===== config.mk =====
export PLATFORM = sky130hd
export DESIGN_NAME = dpr_divider
export DESIGN_NICKNAME = d
export VERILOG_FILES = /design/src/rtl/dpr_divider.sv
export SDC_FILE = /design/constraint.sdc
export NUM_CORES = 2
export LEC_CHECK = 0
export BUFFER_PORTS_ARGS = -buffer_cell sky130_fd_sc_hd__buf_2
export CORE_MARGIN = 3
export CORE_UTILIZATION = 55
export DETAILED_ROUTE_END_ITERATION = 10
export GPL_ROUTABILITY_DRIVEN = 0
export PLACE_DENSITY = 0.73
export SYNTH_ARGS = -nofsm -noshare
export SYNTH_HDL_FRONTEND = slang
export SYNTH_SLANG_ARGS = --single-unit

===== constraint.sdc =====
create_clock -name clk -period 9.58 [get_ports clk]
set_input_delay 0.479 -clock clk [delete_from_list [all_inputs] [get_ports clk]]
set_output_delay 0.479 -clock clk [all_outputs]
set_load 0.01 [all_outputs]

===== src/rtl/dpr_divider.sv =====
// Pipelined restoring divider, one quotient bit per stage, stall-aware.
`default_nettype none
module dpr_divider #(
    parameter int unsigned NumW = 36,
    parameter int unsigned DenW = 16,
    parameter int unsigned TagW = 8
) (
    input  wire logic            clk,
    input  wire logic            rst_n,
    input  wire logic            en,
    input  wire logic            in_valid,
    input  wire logic [NumW-1:0] in_num,
    input  wire logic [DenW-1:0] in_den,
    input  wire logic [TagW-1:0] in_tag,
    output logic                 out_valid,
    output logic [NumW-1:0]      out_quo,
    output logic [TagW-1:0]      out_tag
);
    logic [NumW:0]   valid_reg;
    logic [NumW-1:0] num_reg [NumW+1];
    logic [DenW:0]   rem_reg [NumW+1];
    logic [DenW-1:0] den_reg [NumW+1];
    logic [TagW-1:0] tag_reg [NumW+1];

    always_ff @(posedge clk or negedge rst_n)
    begin
        if (!rst_n)
        begin
            valid_reg <= '0;
        end
        else if (en)
        begin
            valid_reg <= {valid_reg[NumW-1:0], in_valid};
        end
    end

    always_ff @(posedge clk)
    begin
        if (en)
        begin
            num_reg[0] <= in_num;
            rem_reg[0] <= '0;
            den_reg[0] <= in_den;
            tag_reg[0] <= in_tag;
        end
    end

    for (genvar s = 0; s < NumW; s++)
    begin : g_stage
        logic [DenW:0] trial;
        logic          take;
        assign trial = {rem_reg[s][DenW-1:0], num_reg[s][NumW-1]};
        assign take  = trial >= {1'b0, den_reg[s]};
        always_ff @(posedge clk)
        begin
            if (en)
            begin
                rem_reg[s+1] <= take ? (trial - {1'b0, den_reg[s]}) : trial;
                num_reg[s+1] <= {num_reg[s][NumW-2:0], take};
                den_reg[s+1] <= den_reg[s];
                tag_reg[s+1] <= tag_reg[s];
            end
        end
    end

    assign out_valid = valid_reg[NumW];
    assign out_quo   = num_reg[NumW];
    assign out_tag   = tag_reg[NumW];
endmodule
`default_nettype wire


==> out/qor.csv <==
metric,value,unit
status,finished clean,
synth_top_family_by_area,compound AO/OA/AOI/OAI gates,
viasPerCell,5.57,
hold_violations,0,
ir_worst_vdd,0.000153,V
rr_startpoint,den_reg[0][65],
drive_gt1_share,12.5,%
rr_worst_depth,10,
multi_input_area,30800,sq um
whs,49.5,ps
final_area,132000,sq um
top_layer,met4,
cts.sinks,2801,
seq_area,83900,sq um
drt_iter0_drc,5075,
ys_async_sr_fraction,1.32,%
drv_slew,0,
met2_length,91300,um
maxCapViolations,0,
cts_setup_buffers,0,
min_from,en,
tightest_slew,1280,ps
fin_crit_sh,41.6,%
yosysWarnings,0,
period_needed,3980,ps
ant_nets,0,
drt-total-wl,195000,um
yosysTopAreaCell,edfxtp_1,
min_path_cells,1,
fin_skew,41.2,ps
hold_class,input port to register,
power.leakage,50.0,nW
largest_register_ffs,1332,
io_pins,109,
clockBufferDepth,4,
layoutNonFillerInstCount,11100,
die_area,220000,sq um
clock_latency,900,ps
h-tree-depth,5,
cts_tree,yes,
synth_ff_type,edfxtp_1,
grt_max_degree,217,
area_growth,12.0,%
std_cell_rows,169,
dp.cells,10500,
die_y,469,um
path_class,register to register,
cp.required,10200,ps
rsz0062_at_grt,no,
grtUsageTotal,17.7,%
drt_pre_antenna_iters,5,
synth_edf_count,2764,
yosysUniqueCellTypes,82,
numCtsBuffers,306,
power_density,308,nW/um^2
grt_pass1_wl,317000,um
fin_total_pwr,40.7,mW
worst_setup_path_end_kind,register,
netlist_instances,7616,
utilization,62.1,%
layout.nets,8686,
portBuffers,108,
grt_pass1_vias,61200,
synth_area,118000,sq um
arrival,4610,ps
antenna_found_initial,2,
layout_setup_ws,5600,ps
combPwrFrac,30.0,%
setup_viol,0,
met3_length,10100,um
wl_per_cell,17.7,um
yosys.area_share.simple,5.33,%
post_synth.cell_area_avg,15.5,sq um
start_kind,register,
hpwl,127000,um
n_fill_cell,15200,
worstReg2RegEnd,rem_reg[0][99],
synth-seq-cells,2801,
min_to,num_reg[0][38],
synthXorXnorAreaFrac,2.78,%
drc,0,
p_int,28.7,mW
dieWidth,469,um
start_util,55.5,%
clk_pin_slew,60,ps
yosysTopAreaCellShare,70.4,%
p_switching,12.0,mW
relSlewSlack,14.4,%
max_freq,251,MHz
wl_met1,86800,um
critPathMaxFanout,17,
vias,61600,
muxShareOfSynthArea,4.44,%
pwr-share-clk,27.5,%
pre_cts_ws,5660,ps
coreArea,213000,sq um
synth_compound_area_share,7.02,%
postPlaceCellArea,122000,sq um
synthAdderAreaFrac,6.54,%
grt_overflow,0,
ff2ff_setup_slack,5600,ps
synthTopCellsByArea,"edfxtp_1, ha_1, mux2_2",
switching_share,29.4,%
finalSetupTns,0,ps
pwr-share-seq,42.5,%
clockRootBuffer,clkbuf_16,
ys_seq_area_share,71.1,%
syn_nets,8276,
worst max-delay path, stage by stage, from the launching register on:
cell       delay (ps)
edfxtp_1          440
inv_1              90
ha_1              230
nor2b_1           150
o31a_1            280
o31ai_2           360
a211oi_1          180
o31ai_1           270
a21oi_1           140
a2111oi_4        1120
mux2_2            440
placed cells by master, fill, tap and decap left out, types with 34 or more instances in the layout:
master,Yosys,final
nand4_1,60,60
xnor2_1,264,264
clkbuf_16,0,313
edfxtp_1,2764,2764
clkbuf_1,40,47
dfrtp_1,37,37
clkinv_2,0,39
nor2b_1,104,104
a21oi_1,353,352
mux2_2,399,399
inv_1,708,708
buf_2,24,107
ha_1,562,562
xor2_1,110,110
a21o_1,112,112
nand2_1,232,232
nand3_1,100,100
o31a_1,40,40
nand2b_1,64,64
clkinv_1,2,68
nor3_1,133,133
o21ai_0,254,251
o21a_1,106,106
fa_1,34,34
dlygate4sd3_1,0,62
nor2_1,431,430
a211oi_1,53,52
mux2i_1,65,65
or3_1,42,42
worst max path at each step:
stage	from	to	depth (start not counted)
5_1_grt	den_reg[0][65]	rem_reg[0][99]	10
4_1_cts	den_reg[0][65]	rem_reg[0][99]	10
3_3_place_gp	den_reg[0][65]	rem_reg[0][91]	10
3_5_place_dp	den_reg[0][65]	rem_reg[0][99]	10
6_report	den_reg[0][65]	rem_reg[0][99]	10
2_1_floorplan	den_reg[0][65]	rem_reg[0][100]	11
kinds of logic (layout without fill, tap and decap cells):
| family | Yosys count | count (layout) |
|---|---|---|
| adder cells (fa/ha/maj) | 596 | 596 |
| AND/OR/NAND/NOR | 1300 | 1300 |
| other | 0 | 1 |
| XOR/XNOR | 374 | 374 |
| flip-flops | 2801 | 2801 |
| buffers and inverters | 817 | 1444 |
| multiplexers | 470 | 470 |
| AO/OA/AOI/OAI | 1258 | 1258 |
per-layer routing:
metal / GRT usage, % / vias up
met2: 28.5 / 1686
li1: - / 29500
met1: 24.5 / 29900
met3: 2.79 / 521
met4: 6.93 / 0
met5: 0 / -
power groups by stage:
stage                     logic (mW)  clock network [mW]  registers (mW)
after global routing            13.5                12.0            17.5
after CTS                       12.1                11.5            17.3
after global placement          11.4                   0            17.5
after floorplan                 9.58                   0            17.0
after detailed placement        11.9                   0            17.5
final                           12.2                11.2            17.3
cells in the mapped netlist (32+ instances only):
cell / count
edfxtp_1: 2764
inv_1: 708
ha_1: 562
nor2_1: 431
mux2_2: 399
a21oi_1: 353
xnor2_1: 264
o21ai_0: 254
nand2_1: 232
nor3_1: 133
a21o_1: 112
xor2_1: 110
o21a_1: 106
nor2b_1: 104
nand3_1: 100
mux2i_1: 65
nand2b_1: 64
nand4_1: 60
a211oi_1: 53
or3_1: 42
clkbuf_1: 40
o31a_1: 40
buf_4: 39
dfrtp_1: 37
fa_1: 34
a31oi_1: 33
and3_1: 32
o21bai_1: 32
cell type report:
cell class / count / share of cell area [%]
Sequential cell: 2801 / 63.5
Multi-Input combinational cell: 3998 / 23.3
Clock inverter: 163 / 1.15
Timing Repair Buffer: 209 / 1.23
Antenna cell: 1 / 0.00189
Clock buffer: 362 / 6.08
Inverter: 710 / 2.02
Tap cell: 2821 / 2.67
what timing repair did:
item,4_1_cts,5_1_grt
hold endpoints to repair,98,0
setup endpoints to repair,0,0
hold buffers,62,0
resized for setup,0,0
(Power assumes the default switching activity.)
